<file path="config.mk">
export PLATFORM = sky130hd
export DESIGN_NAME = spanning_tree_root_update_unit
export DESIGN_NICKNAME = d
export VERILOG_FILES = /design/src/hw/rtl/stru_pkg.sv /design/src/hw/rtl/stru_ctrl.sv /design/src/hw/rtl/stru_dp.sv /design/src/hw/rtl/spanning_tree_root_update_unit.sv
export SDC_FILE = /design/constraint.sdc
export NUM_CORES = 2
export LEC_CHECK = 0
export ABC_AREA = 1
export BUFFER_PORTS_ARGS = -buffer_cell sky130_fd_sc_hd__buf_2
export CAP_MARGIN = 20
export CORE_ASPECT_RATIO = 1.4
export CORE_MARGIN = 5
export CORE_UTILIZATION = 28
export CTS_CLUSTER_DIAMETER = 200
export DETAILED_ROUTE_END_ITERATION = 7
export PLACE_DENSITY = 0.42
export SETUP_SLACK_MARGIN = 0.3
export SYNTH_ARGS = -nofsm -noshare
export SYNTH_HDL_FRONTEND = slang
export SYNTH_SLANG_ARGS = --single-unit
</file>
<file path="constraint.sdc">
create_clock -name clock -period 13.2 [get_ports clock]
set_input_delay 3.96 -clock clock [delete_from_list [all_inputs] [get_ports clock]]
set_output_delay 3.96 -clock clock [all_outputs]
set_load 0.05 [all_outputs]
</file>
<file path="src/hw/rtl/stru_pkg.sv">
// Shared types, widths and codes of the spanning tree root update unit.
package stru_pkg;

   localparam int MAX_NODES_DEF = 16;
   localparam int ID_W          = 12;
   localparam int COST_W        = 8;
   localparam int IDXF_W        = 4;
   localparam int NCNT_W        = 5;
   localparam int MODE_W        = 2;
   localparam int STAT_W        = 3;
   localparam int CSR_IDX_W     = 2;
   localparam int CSR_DATA_W    = 12;

   localparam logic [NCNT_W-1:0] NODE_COUNT_RST  = NCNT_W'(16);
   localparam logic [COST_W-1:0] MAX_COST_RST    = COST_W'(255);
   localparam logic [ID_W-1:0]   MAX_NODE_ID_RST = ID_W'(4095);
   localparam logic [NCNT_W-1:0] UPD_CNT_MAX     = NCNT_W'(31);
   localparam logic [ID_W-1:0]   SUM_MAX         = ID_W'(4095);

   localparam logic [MODE_W-1:0] MODE_DEFINE = 2'd0;
   localparam logic [MODE_W-1:0] MODE_LINK   = 2'd1;
   localparam logic [MODE_W-1:0] MODE_UPDATE = 2'd2;
   localparam logic [MODE_W-1:0] MODE_READ   = 2'd3;

   localparam logic [STAT_W-1:0] ST_OK        = 3'd0;
   localparam logic [STAT_W-1:0] ST_DUP_LINK  = 3'd1;
   localparam logic [STAT_W-1:0] ST_BAD_COST  = 3'd2;
   localparam logic [STAT_W-1:0] ST_BAD_ID    = 3'd3;
   localparam logic [STAT_W-1:0] ST_SELF_LINK = 3'd4;
   localparam logic [STAT_W-1:0] ST_BAD_INDEX = 3'd5;

   localparam logic [CSR_IDX_W-1:0] CSR_NODE_COUNT  = 2'd0;
   localparam logic [CSR_IDX_W-1:0] CSR_MAX_COST    = 2'd1;
   localparam logic [CSR_IDX_W-1:0] CSR_MAX_NODE_ID = 2'd2;

   typedef struct packed {
      logic [ID_W-1:0] ident;
      logic [ID_W-1:0] root;
      logic [ID_W-1:0] hop;
      logic [ID_W-1:0] cost;
   } node_rec_type;

   typedef struct packed {
      logic capture;
      logic clear;
      logic latch;
      logic def_wr;
      logic link_ab;
      logic link_ba;
      logic cnt_inc;
      logic scan;
      logic me_wr;
      logic out_load;
   } cmd_type;

   typedef struct packed {
      logic              clr_last;
      logic [MODE_W-1:0] mode;
      logic              bad;
      logic              def_ok;
      logic              link_ok;
      logic              scan_done;
      logic              out_free;
   } stat_type;

endpackage

</file>
<file path="src/hw/rtl/stru_ctrl.sv">
// Controller state machine of the spanning tree root update unit.
module stru_ctrl (
   input  logic              clock,
   input  logic              reset,
   input  logic              req_valid,
   output logic              req_ready,
   input  stru_pkg::stat_type stat,
   output stru_pkg::cmd_type  cmd
);
   import stru_pkg::*;

   localparam logic [2:0] S_CLEAR = 3'd0;
   localparam logic [2:0] S_IDLE  = 3'd1;
   localparam logic [2:0] S_READ  = 3'd2;
   localparam logic [2:0] S_LATCH = 3'd3;
   localparam logic [2:0] S_LINK  = 3'd4;
   localparam logic [2:0] S_SCAN  = 3'd5;
   localparam logic [2:0] S_WB    = 3'd6;
   localparam logic [2:0] S_OUT   = 3'd7;

   logic [2:0] state_ff, state_in;

   assign req_ready = (state_ff == S_IDLE);

   always_comb begin
      cmd      = '0;
      state_in = state_ff;
      case (state_ff)
         S_CLEAR: begin
            cmd.clear = 1'b1;
            if (stat.clr_last) state_in = S_IDLE;
         end
         S_IDLE: begin
            if (req_valid) begin
               cmd.capture = 1'b1;
               state_in    = S_READ;
            end
         end
         S_READ: state_in = S_LATCH;
         S_LATCH: begin
            cmd.latch = 1'b1;
            state_in  = S_OUT;
            case (stat.mode)
               MODE_DEFINE: cmd.def_wr = stat.def_ok;
               MODE_LINK: begin
                  cmd.link_ab = stat.link_ok;
                  if (stat.link_ok) state_in = S_LINK;
               end
               MODE_UPDATE: begin
                  if (!stat.bad) begin
                     cmd.cnt_inc = 1'b1;
                     state_in    = S_SCAN;
                  end
               end
               default: state_in = S_OUT;
            endcase
         end
         S_LINK: begin
            cmd.link_ba = 1'b1;
            state_in    = S_OUT;
         end
         S_SCAN: begin
            cmd.scan = 1'b1;
            if (stat.scan_done) state_in = S_WB;
         end
         S_WB: begin
            cmd.me_wr = 1'b1;
            state_in  = S_OUT;
         end
         S_OUT: begin
            if (stat.out_free) begin
               cmd.out_load = 1'b1;
               state_in     = S_IDLE;
            end
         end
         default: state_in = S_IDLE;
      endcase
   end

   always_ff @(posedge clock) begin
      if (reset) state_ff <= S_CLEAR;
      else       state_ff <= state_in;
   end

endmodule

</file>
<file path="src/hw/rtl/stru_dp.sv">
// Datapath of the spanning tree root update unit: tables, link memory and result register.
module stru_dp #(
   parameter int MAX_NODES = stru_pkg::MAX_NODES_DEF
) (
   input  logic                              clock,
   input  logic                              reset,
   input  logic [stru_pkg::MODE_W-1:0]       req_mode,
   input  logic [stru_pkg::IDXF_W-1:0]       req_node_index,
   input  logic [stru_pkg::IDXF_W-1:0]       req_peer_index,
   input  logic [stru_pkg::ID_W-1:0]         req_new_id,
   input  logic [stru_pkg::COST_W-1:0]       req_link_cost,
   input  logic                              csr_we,
   input  logic [stru_pkg::CSR_IDX_W-1:0]    csr_index,
   input  logic [stru_pkg::CSR_DATA_W-1:0]   csr_data,
   output logic                              rsp_valid,
   input  logic                              rsp_ready,
   output logic [stru_pkg::STAT_W-1:0]       rsp_status,
   output logic [stru_pkg::ID_W-1:0]         rsp_own_id,
   output logic [stru_pkg::ID_W-1:0]         rsp_best_root,
   output logic [stru_pkg::ID_W-1:0]         rsp_via_hop,
   output logic [stru_pkg::ID_W-1:0]         rsp_root_cost,
   output logic                              rsp_tree_done,
   input  stru_pkg::cmd_type                  cmd,
   output stru_pkg::stat_type                 stat
);
   import stru_pkg::*;

   localparam int IDX_W   = $clog2(MAX_NODES);
   localparam int CNT_W   = $clog2(MAX_NODES + 1);
   localparam int NW      = (CNT_W > NCNT_W) ? CNT_W : NCNT_W;
   localparam int CDEPTH  = MAX_NODES * MAX_NODES;
   localparam int CADDR_W = $clog2(CDEPTH);

   // Captured item and configuration.
   logic [MODE_W-1:0] mode_ff;
   logic [IDXF_W-1:0] a_ff, b_ff;
   logic [ID_W-1:0]   nid_ff;
   logic [COST_W-1:0] lc_ff;
   logic [NCNT_W-1:0] node_count_ff;
   logic [COST_W-1:0] max_cost_ff;
   logic [ID_W-1:0]   max_node_id_ff;

   always_ff @(posedge clock) begin
      if (cmd.capture) begin
         mode_ff <= req_mode;
         a_ff    <= req_node_index;
         b_ff    <= req_peer_index;
         nid_ff  <= req_new_id;
         lc_ff   <= req_link_cost;
      end
   end

   always_ff @(posedge clock) begin
      if (reset) begin
         node_count_ff  <= NODE_COUNT_RST;
         max_cost_ff    <= MAX_COST_RST;
         max_node_id_ff <= MAX_NODE_ID_RST;
      end else if (csr_we) begin
         case (csr_index)
            CSR_NODE_COUNT:  node_count_ff  <= csr_data[NCNT_W-1:0];
            CSR_MAX_COST:    max_cost_ff    <= csr_data[COST_W-1:0];
            CSR_MAX_NODE_ID: max_node_id_ff <= csr_data[ID_W-1:0];
            default: ;
         endcase
      end
   end

   logic [NW-1:0]      nc_ext, n_used, a_ext, b_ext;
   logic [IDX_W-1:0]   a_idx, b_idx;
   logic [CADDR_W-1:0] a_base, b_base;
   logic               bad;

   assign nc_ext = NW'(node_count_ff);
   assign n_used = (nc_ext > NW'(MAX_NODES)) ? NW'(MAX_NODES) : nc_ext;
   assign a_ext  = NW'(a_ff);
   assign b_ext  = NW'(b_ff);
   assign a_idx  = a_ext[IDX_W-1:0];
   assign b_idx  = b_ext[IDX_W-1:0];
   assign a_base = CADDR_W'(a_idx) * CADDR_W'(MAX_NODES);
   assign b_base = CADDR_W'(b_idx) * CADDR_W'(MAX_NODES);
   assign bad    = (a_ext >= n_used) || ((mode_ff == MODE_LINK) && (b_ext >= n_used));

   // Scan and clear counters.
   logic [NW-1:0]      scan_cnt_ff, scan_cnt_in;
   logic               eval_vld_ff;
   logic               scan_issue;
   logic [CADDR_W-1:0] clr_cnt_ff;

   assign scan_issue  = cmd.scan && (scan_cnt_ff < n_used);
   assign scan_cnt_in = cmd.latch ? '0 : (scan_issue ? scan_cnt_ff + NW'(1) : scan_cnt_ff);

   always_ff @(posedge clock) begin
      if (reset) begin
         scan_cnt_ff <= '0;
         eval_vld_ff <= 1'b0;
         clr_cnt_ff  <= '0;
      end else begin
         scan_cnt_ff <= scan_cnt_in;
         eval_vld_ff <= scan_issue;
         if (cmd.clear) clr_cnt_ff <= clr_cnt_ff + CADDR_W'(1);
      end
   end

   // Link cost memory.
   logic [COST_W-1:0]  cost_mem [CDEPTH];
   logic [COST_W-1:0]  cost_rd_ff, cost_wd;
   logic [CADDR_W-1:0] cost_ra, cost_wa;
   logic               cost_we;

   assign cost_ra = cmd.scan ? a_base + CADDR_W'(scan_cnt_ff[IDX_W-1:0])
                             : a_base + CADDR_W'(b_idx);

   always_comb begin
      cost_we = 1'b1;
      cost_wa = clr_cnt_ff;
      cost_wd = '0;
      if (cmd.link_ab) begin
         cost_wa = a_base + CADDR_W'(b_idx);
         cost_wd = lc_ff;
      end else if (cmd.link_ba) begin
         cost_wa = b_base + CADDR_W'(a_idx);
         cost_wd = lc_ff;
      end else if (!cmd.clear) begin
         cost_we = 1'b0;
      end
   end

   always_ff @(posedge clock) begin
      if (cost_we) cost_mem[cost_wa] <= cost_wd;
      cost_rd_ff <= cost_mem[cost_ra];
   end

   // Node record memory; an entry never written reads as zero.
   node_rec_type     node_mem [MAX_NODES];
   node_rec_type     node_rd_ff, node_rd, node_wd;
   logic [MAX_NODES-1:0] node_vld_ff;
   logic             node_rd_vld_ff, node_we;
   logic [IDX_W-1:0] node_ra;

   assign node_ra = cmd.scan ? scan_cnt_ff[IDX_W-1:0] : a_idx;
   assign node_rd = node_rd_vld_ff ? node_rd_ff : '0;
   assign node_we = cmd.def_wr || cmd.me_wr;

   node_rec_type w_ff, w_in;

   always_comb begin
      if (cmd.def_wr) node_wd = '{ident: nid_ff, root: nid_ff, hop: nid_ff, cost: node_rd.cost};
      else            node_wd = w_ff;
   end

   always_ff @(posedge clock) begin
      if (node_we) node_mem[a_idx] <= node_wd;
      node_rd_ff <= node_mem[node_ra];
   end

   always_ff @(posedge clock) begin
      if (reset) begin
         node_vld_ff    <= '0;
         node_rd_vld_ff <= 1'b0;
      end else begin
         if (node_we) node_vld_ff[a_idx] <= 1'b1;
         node_rd_vld_ff <= node_vld_ff[node_ra];
      end
   end

   // Status checks, valid while the addressed record is on the read port.
   logic [STAT_W-1:0] st_in, st_ff;
   logic              id_bad;

   assign id_bad = (nid_ff == '0) || (nid_ff > max_node_id_ff);

   always_comb begin
      st_in = ST_OK;
      if (bad) st_in = ST_BAD_INDEX;
      else begin
         case (mode_ff)
            MODE_DEFINE: if (id_bad) st_in = ST_BAD_ID;
            MODE_LINK: begin
               if ((lc_ff == '0) || (lc_ff > max_cost_ff)) st_in = ST_BAD_COST;
               else if (a_ff == b_ff)                       st_in = ST_SELF_LINK;
               else if (cost_rd_ff != '0)                   st_in = ST_DUP_LINK;
            end
            default: st_in = ST_OK;
         endcase
      end
   end

   always_ff @(posedge clock) begin
      if (cmd.latch) st_ff <= st_in;
   end

   // Relaxation against one neighbor per cycle.
   logic [ID_W:0]   sum_wide;
   logic [ID_W-1:0] sum_sat;
   logic            nb_use;

   assign sum_wide = {1'b0, node_rd.cost} + (ID_W + 1)'(cost_rd_ff);
   assign sum_sat  = sum_wide[ID_W] ? SUM_MAX : sum_wide[ID_W-1:0];
   assign nb_use   = eval_vld_ff && (cost_rd_ff != '0) && (node_rd.ident != '0);

   always_comb begin
      w_in = w_ff;
      if (cmd.latch) begin
         w_in = cmd.def_wr ? node_wd : node_rd;
      end else if (nb_use) begin
         if (w_ff.root > node_rd.root) begin
            w_in.root = node_rd.root;
            w_in.hop  = node_rd.ident;
            w_in.cost = sum_sat;
         end else if ((w_ff.root == node_rd.root) && (w_ff.cost > sum_sat)) begin
            w_in.hop  = node_rd.ident;
            w_in.cost = sum_sat;
         end
      end
   end

   always_ff @(posedge clock) begin
      w_ff <= w_in;
   end

   // Update counters and the tree-done check.
   logic [NCNT_W-1:0] upd_cnt_ff [MAX_NODES];
   logic              done;

   always_ff @(posedge clock) begin
      if (reset) begin
         for (int i = 0; i < MAX_NODES; i++) upd_cnt_ff[i] <= '0;
      end else if (cmd.cnt_inc && (upd_cnt_ff[a_idx] < UPD_CNT_MAX)) begin
         upd_cnt_ff[a_idx] <= upd_cnt_ff[a_idx] + NCNT_W'(1);
      end
   end

   always_comb begin
      done = 1'b1;
      for (int i = 0; i < MAX_NODES; i++) begin
         if ((NW'(i) < n_used) && (upd_cnt_ff[i] < node_count_ff)) done = 1'b0;
      end
   end

   // Result register.
   logic rsp_valid_ff;

   always_ff @(posedge clock) begin
      if (reset) rsp_valid_ff <= 1'b0;
      else if (cmd.out_load) rsp_valid_ff <= 1'b1;
      else if (rsp_ready) rsp_valid_ff <= 1'b0;
   end

   always_ff @(posedge clock) begin
      if (cmd.out_load) begin
         rsp_status    <= st_ff;
         rsp_own_id    <= bad ? '0 : w_ff.ident;
         rsp_best_root <= bad ? '0 : w_ff.root;
         rsp_via_hop   <= bad ? '0 : w_ff.hop;
         rsp_root_cost <= bad ? '0 : w_ff.cost;
         rsp_tree_done <= done;
      end
   end

   assign rsp_valid = rsp_valid_ff;

   assign stat.clr_last  = (clr_cnt_ff == CADDR_W'(CDEPTH - 1));
   assign stat.mode      = mode_ff;
   assign stat.bad       = bad;
   assign stat.def_ok    = !bad && !id_bad && (node_rd.ident == '0);
   assign stat.link_ok   = (mode_ff == MODE_LINK) && (st_in == ST_OK);
   assign stat.scan_done = !(scan_cnt_ff < n_used) && !eval_vld_ff;
   assign stat.out_free  = !rsp_valid_ff || rsp_ready;

endmodule

</file>
<file path="src/hw/rtl/spanning_tree_root_update_unit.sv">
// Top level of the spanning tree root update unit.
//
// Each transfer on the req_ channel is one item and gives exactly one transfer
// on the rsp_ channel; items are handled one at a time. A node define, a read
// or a rejected item passes through the read, latch and output states before
// its result is registered, and the next item is taken once that result is
// loaded. A link define adds the link state, because the cost is written in
// both directions one after the other. An accepted update adds the neighbor
// scan, which reads one link cost and one neighbor record per cycle from the
// two memories for each of the N nodes in use (N is the node count, at most
// MAX_NODES), then drains the read pipeline and writes the record back. While
// an earlier result still waits on rsp_ready the next result is held back and
// the input stays closed. After reset the link cost memory is cleared one entry
// per cycle over all MAX_NODES*MAX_NODES entries (256 at the default), and
// req_ready stays low until that pass ends; configuration writes are taken at
// any time and must be issued only while the block is idle.
module spanning_tree_root_update_unit #(
   parameter int MAX_NODES = stru_pkg::MAX_NODES_DEF
) (
   input  logic                              clock,
   input  logic                              reset,
   input  logic                              req_valid,
   output logic                              req_ready,
   input  logic [stru_pkg::MODE_W-1:0]       req_mode,
   input  logic [stru_pkg::IDXF_W-1:0]       req_node_index,
   input  logic [stru_pkg::IDXF_W-1:0]       req_peer_index,
   input  logic [stru_pkg::ID_W-1:0]         req_new_id,
   input  logic [stru_pkg::COST_W-1:0]       req_link_cost,
   output logic                              rsp_valid,
   input  logic                              rsp_ready,
   output logic [stru_pkg::STAT_W-1:0]       rsp_status,
   output logic [stru_pkg::ID_W-1:0]         rsp_own_id,
   output logic [stru_pkg::ID_W-1:0]         rsp_best_root,
   output logic [stru_pkg::ID_W-1:0]         rsp_via_hop,
   output logic [stru_pkg::ID_W-1:0]         rsp_root_cost,
   output logic                              rsp_tree_done,
   input  logic                              csr_valid,
   output logic                              csr_ready,
   input  logic [stru_pkg::CSR_IDX_W-1:0]    csr_index,
   input  logic [stru_pkg::CSR_DATA_W-1:0]   csr_data
);
   import stru_pkg::*;

   cmd_type  cmd;
   stat_type stat;

   // Configuration registers accept a write in every cycle.
   assign csr_ready = 1'b1;

   // The controller sequences each item; the datapath holds every table.
   stru_ctrl u_ctrl (
      .clock     (clock),
      .reset     (reset),
      .req_valid (req_valid),
      .req_ready (req_ready),
      .stat      (stat),
      .cmd       (cmd)
   );

   stru_dp #(.MAX_NODES(MAX_NODES)) u_dp (
      .clock          (clock),
      .reset          (reset),
      .req_mode       (req_mode),
      .req_node_index (req_node_index),
      .req_peer_index (req_peer_index),
      .req_new_id     (req_new_id),
      .req_link_cost  (req_link_cost),
      .csr_we         (csr_valid && csr_ready),
      .csr_index      (csr_index),
      .csr_data       (csr_data),
      .rsp_valid      (rsp_valid),
      .rsp_ready      (rsp_ready),
      .rsp_status     (rsp_status),
      .rsp_own_id     (rsp_own_id),
      .rsp_best_root  (rsp_best_root),
      .rsp_via_hop    (rsp_via_hop),
      .rsp_root_cost  (rsp_root_cost),
      .rsp_tree_done  (rsp_tree_done),
      .cmd            (cmd),
      .stat           (stat)
   );

endmodule

</file>
# Word-level counts from Yosys, hierarchy flattened
# Memories as Yosys holds them, arrays and structs flattened. A register that Yosys moved wholly into a read port is not among the register bits.
# Cells that the tools add are included.
[word_totals]
ramBits = 2896
in_bits = 49
register_bits = 193
out_inout_bits = 55
mem_count = 3
[memory_table]
columns = ["memory", "words", "width", "rd", "rd_ports_with_merged_regs", "wr", "line", "source"]
rows = [
  ["u_dp.cost_mem", 256, 8, 1, 1, 1, "stru_dp.sv:105", "logic [COST_W-1:0] cost_mem [CDEPTH];"],
  ["u_dp.node_mem", 16, 48, 1, 1, 1, "stru_dp.sv:134", "node_rec_type node_mem [MAX_NODES];"],
  ["u_dp.upd_cnt_ff", 16, 5, 17, 1, 16, "stru_dp.sv:222", "logic [NCNT_W-1:0] upd_cnt_ff [MAX_NODES];"],
]
[op_classes]
n_mux = 67
addsub = 7
bitwise_logic = 1
n_reduce_logical = 60
n_eq_ne = 18
magnitude_cmp = 44
[op_table]
columns = ["cell", "n"]
rows = [
  ["two-way mux 48 bit", 3],
  ["less-than comparator 5 bit", 17],
  ["two-way mux 36 bit", 2],
  ["two-way mux 24 bit", 2],
  ["less-than comparator 4 x 5 -> 1 bit (first input constant)", 8],
  ["two-way mux 8 bit", 5],
  ["greater-than comparator 12 bit", 3],
  ["two-way mux 1 bit", 32],
  ["logical AND 1 bit", 27],
  ["adder 8 x 4 -> 8 bit", 3],
  ["logical NOT 12 bit", 2],
  ["two-way mux 12 bit", 2],
  ["two-way mux 3 bit", 8],
  ["case mux 3 bit (7 select lines)", 1],
  ["less-than comparator 3 x 5 -> 1 bit (first input constant)", 4],
  ["bitwise OR 16 bit", 1],
  ["OR reduction 15 bit", 1],
  ["adder 12 x 8 -> 13 bit", 1],
  ["== test 12 bit", 1],
  ["== test 3 bit (second input constant)", 4],
  ["two-way mux 4 bit", 3],
  ["case mux 3 bit (2 select lines)", 2],
  ["nonzero test 12 bit", 1],
  ["adder 5 x 1 -> 5 bit (second input constant)", 2],
  ["32 further kinds", 62],
]

# Depth between registers and ports, before layout
[logic_depth]
word_depth = 14
ltp_mapped = 23

# By module
# Synthesis repeated with hierarchy kept, for this count alone.
[unflattened]
cells_unflattened = 12210
area_unflattened_um2 = 136643.6
[by_module_without_submodules]
columns = ["mod", "n_inst", "seq_area_each_um2", "cells_each", "area_per_inst_um2"]
rows = [
  ["stru_dp", 1, 93299.5, 12140, 136260.7],
  ["stru_ctrl", 1, 60.1, 68, 371.6],
  ["spanning_tree_root_update_unit", 1, 0.0, 2, 11.3],
]

# Worst setup path before layout
# Ideal clock, no wire load.
[synth_timing]
path_type = "reg-to-reg"
from = "reg u_dp.node_count_ff[2] (netlist: u_dp.nc_ext[2])"
to = "mem u_dp.cost_mem[0][0], data pin"
arrival_ns = 8.387
path_stages_with_launch = 16
t_required_ns = 11.807
slack_ns = 3.420
setup_ns = 1.393
synth_period_minus_slack_ns = 9.780
path_cell_list = "dfxtp_1 inv_1 a31oi_1 nor2_1 inv_1 ha_1 nand2_1 inv_1 nand4_1 nand4_1 a21oi_4 nand4_1 nor2_1 buf_4 a21oi_1 nor2_1"
[synth_via]
elab_chain_len = 11
elab_cells_between_ends = 12
[synth_rtl]
columns = ["element", "line", "source"]
rows = [
  ["start, declared", "stru_dp.sv:39", "logic [NCNT_W-1:0] node_count_ff;"],
  ["start signal, assigned", "stru_dp.sv:60", "CSR_NODE_COUNT: node_count_ff <= csr_data[NCNT_W-1:0];"],
  ["greater-than comparator 5 bit", "stru_dp.sv:74", "assign n_used = (nc_ext > NW'(MAX_NODES)) ? NW'(MAX_NODES) : nc_ext;"],
  ["two-way mux 5 bit *", "stru_dp.sv:74", ""],
  [">= comparator 4 x 5 -> 1 bit", "stru_dp.sv:81", "assign bad = (a_ext >= n_used) || ((mode_ff == MODE_LINK) && (b_ext >= n_used));"],
  ["logical AND 1 bit", "stru_dp.sv:81", ""],
  ["logical OR 1 bit *", "stru_dp.sv:81", ""],
  ["two-way mux 3 bit *", "stru_dp.sv:174", "if (bad) st_in = ST_BAD_INDEX;"],
  ["logical NOT 3 bit *", "stru_dp.sv:266", "assign stat.link_ok = (mode_ff == MODE_LINK) && (st_in == ST_OK);"],
  ["logical AND 1 bit *", "stru_dp.sv:266", ""],
  ["two-way mux 1 bit *", "stru_ctrl.sv:43", "case (stat.mode)"],
  ["two-way mux 3 bit *", "stru_ctrl.sv:28", "case (state_ff)"],
  ["two-way mux 8 bit *", "stru_dp.sv:117", "if (cmd.link_ab) begin"],
  ["via u_dp.cost_wd[0]", "stru_dp.sv:106", "logic [COST_W-1:0] cost_rd_ff, cost_wd;"],
  ["end, declared", "stru_dp.sv:105", ""],
]
# The timed path passes the listed nets; every way through them passes the cells marked *.

# Worst setup path after layout
[layout_timing]
from = "reg u_dp.node_count_ff[2] (netlist: u_dp.nc_ext[2])"
to = "mem u_dp.cost_mem[180][1], data pin"
# Same word-level chain as after synthesis.

==> run metrics <==
synthesized instance count=~10000; clock root buffer=clkbuf_16; Synth Area in Simple Gates=0.116; Ports=104; crit path capture type=register; WS Path Type=reg -> reg; design area=148000 sq um; Worst EP required=around 14 ns; Clock Power Share=0.401; crit-path max FO=62; CTS clk-pin slew, worst paths=0.07 ns; synthesized cell area=about 130000 sq um; Nets=between 10000 and 15000; CTS sink cnt=roughly 3100; final setup vio count=0; CTS Buffer Depth=4; relative slew slack=0.173; RSZ-0062 raised after global routing=no; Critical Path End=u_dp.cost_mem[180][1]$_DFFE_PP_; CTS tree=done; Seq/Total Area, Yosys=0.716; ANT nets after route=0; TNS Setup=0 ns; asr flop ratio synth=0; gpl congestion=0.865; Pwr Total=~0.023 W; Rows=~300; DR pass1 iterations=8; Worst-Margin Slew=1.24 ns; Syn Nets=10500; post-route clock skew=0.0908 ns; sequential share of power=0.479; final core utilization=0.320; die width=between 500 and 600 microns; PwrDens=157 nW/um^2; most frequent cells in the layout=edfxtp_1 (3029), nor2_1 (1417), nand2_1 (1015); input/output buffers=102; die footprint=479000 sq um; starting DRC count in detailed routing=6505; GRT Util Overall=0.171; via count=83300; Compound-Gate Fraction of Synth Area=0.110; Worst Hold Class=reg -> reg; Synth cell types=62; xor/xnor cell area share of the yosys netlist=0.000269; commonest non-fill, non-tap cell in the layout=edfxtp_1; post-CTS setup buffer count=0; outcome=finished clean; Int Power=0.0171 W; WP data arrival=7.33 ns; DRT Wirelength=428000 microns; Worst Setup Start Kind=register; Synth Flop Type=edfxtp_1; flops & latches, synth=between 3000 and 4000; placed cell area=138000 sq um; initial antenna violation count=7; post-CTS sizing=0; Core ar.=464000 sq um; initial core utilization=0.281; syn avg cell area=12.6 sq um; RR Startpoint=u_dp.nc_ext[2]$_SDFFE_PP0P_; GRT overflow=0; synth warn=0; reg-to-reg critical path endpoint=u_dp.cost_mem[180][1]$_DFFE_PP_; Net Sw Frac=0.266; CTS Hold Bufs=0; vias in the first global route=around 84000; post-synthesis mux area share=0.00768; minimum clock period=~6.7 ns; clk_lat worst skew=0.98 ns; fraction of layout cells with a size suffix above 1=0.120; Layout area overhead=13.8%; mean number of vias per cell=4.98; H-tree levels=5; P_leak=around 50 nW; CTS Buf Count=327; fin. max-slew vios=0; main combinational cell family by area after synthesis=simple AND/OR/NAND/NOR gates; Vert. Die Dim=817 microns; Final Hold Viols=0; Crit. Startpoint=u_dp.nc_ext[2]$_SDFFE_PP0P_; Max VDD drop=0.102 mV; # DRC=0; largest net degree at the start of global routing=233; Fmax=149 MHz; crit share post-route=0.509; NetSw=0.00617 W; Max Cap Viol=0; adder-cell share of the synthesized area=0.0130; DP HPWL=253000 microns; R2R Setup Slk=6.48 ns; DR WL/cell=25.6 microns; Gate power share=0.119; number of synthesized flops with an enable pin=3029; Register-to-Register Path Depth=18; global-route wire length before repair=610000 microns
==> layout make-up <==
class | instances | area [sq um]
antenna | 5 | 12.5
multi-input combinational | 6045 | 32500
timing repair buffer | 311 | 2360
inverter | 494 | 1920
fill | 46100 | 316000
sequential | 3149 | 93400
tap | 6109 | 7640
clock inverter | 171 | 1740
clock buffer | 425 | 8850
==> synth_stat cells, types with 3 or more instances <==
cell type | instances | share of area
a211oi_1 | 3 | 0.00017
a21o_1 | 3 | 0.00017
a21oi_1 | 249 | 0.0096
a31oi_1 | 17 | 0.00082
buf_1 | 50 | 0.0014
buf_2 | 213 | 0.0082
buf_4 | 25 | 0.0014
buf_6 | 4 | 0.00035
clkbuf_1 | 385 | 0.011
dfxtp_1 | 120 | 0.018
edfxtp_1 | 3029 | 0.70
ha_1 | 134 | 0.013
inv_1 | 480 | 0.014
inv_2 | 12 | 0.00035
mux2i_1 | 100 | 0.0077
nand2_1 | 1016 | 0.029
nand2_2 | 13 | 0.00062
nand3_1 | 569 | 0.022
nand3_2 | 4 | 0.00031
nand3b_1 | 3 | 0.00017
nand4_1 | 34 | 0.0016
nor2_1 | 1437 | 0.041
nor2_2 | 5 | 0.00024
nor2_4 | 11 | 0.00095
nor3_1 | 25 | 0.00096
nor3b_1 | 4 | 0.00023
nor4_1 | 6 | 0.00029
o2111ai_1 | 7 | 0.00047
o211ai_1 | 752 | 0.043
o21a_1 | 6 | 0.00035
o21ai_0 | 985 | 0.038
o21ai_1 | 24 | 0.00092
o21ai_2 | 3 | 0.00020
o221ai_1 | 106 | 0.0071
o22ai_1 | 46 | 0.0022
o32ai_1 | 85 | 0.0057
or2_1 | 4 | 0.00019
or2_2 | 365 | 0.018
==> worst min path at each step <==
stage	startpoint	end	slack [ns]	cells after the start
CTS	u_dp.st_ff[0]$_DFFE_PP_	u_dp.rsp_status[0]$_DFFE_PP_	0.45	0
floorplan	u_dp.st_ff[0]$_DFFE_PP_	u_dp.rsp_status[0]$_DFFE_PP_	0.40	0
global placement	u_dp.st_ff[0]$_DFFE_PP_	u_dp.rsp_status[0]$_DFFE_PP_	0.41	0
finish	u_dp.node_vld_ff[12]$_SDFFE_PP0N_	u_dp.node_vld_ff[12]$_SDFFE_PP0N_	0.45	2
detailed placement	u_dp.st_ff[0]$_DFFE_PP_	u_dp.rsp_status[0]$_DFFE_PP_	0.43	0
global route	u_dp.st_ff[0]$_DFFE_PP_	u_dp.rsp_status[0]$_DFFE_PP_	0.45	0
==> critical path: stages, from the launching register on <==
cell and delay [ns]:
dfxtp_1 0.39, inv_1 0.38, buf_4 0.32, a31oi_1 0.13, nor2_1 0.22, inv_1 0.13
ha_1 0.31, nand2_1 0.10, inv_1 0.05, nand4_1 0.06, nand4_1 0.16, a21oi_4 0.22
nand4_1 0.14, nor2_1 0.67, a21oi_2 0.48, nor2_4 0.18, buf_4 0.78, buf_4 0.80
buf_4 0.70
==> metrics by stage <==
stage               hold slack (ns)  worst slack [ns]  std cells
floorplan                     0.400              3.42      10400
CTS                           0.447              6.44      16700
global route                  0.448              6.14      16700
finish                        0.447              6.48      16700
global placement              0.410              6.43      16100
detailed placement            0.432              6.54      16100
==> power by group through the flow <==
stage,Clock [W],Combinational [W],Sequential [W]
finish,0.00933,0.00277,0.0111
global route,0.00993,0.00300,0.0111
CTS,0.00956,0.00280,0.0111
detailed placement,0,0.00280,0.0113
global placement,0,0.00279,0.0113
floorplan,0,0.00162,0.0113
==> cell families after synthesis <==
group	Yosys count
flip-flops	3149
adder cells (fa/ha/maj)	135
AO/OA/AOI/OAI	2301
AND/OR/NAND/NOR	3504
multiplexers	100
XOR/XNOR	4
other	1
buffers and inverters	1171
==> flip-flops by register name (all words and copies together), names as in the netlist, 16 cells and up, named ones only <==
register and cells:
u_dp.node_rd_ff 48, u_dp.cost_mem 2048, u_dp.upd_cnt_ff 80, u_dp.node_vld_ff 16, u_dp.node_mem 768, u_dp.w_ff 48
==> metal layers <==
layer  vias to the layer above  part of all wire  GRT usage
li1                      37900                 -          -
met1                     42500              0.40      0.210
met2                      2241              0.51      0.306
met3                       642             0.043     0.0197
met4                         0             0.045     0.0696
met5                         -                 0          0
(Power assumes the default switching activity.)
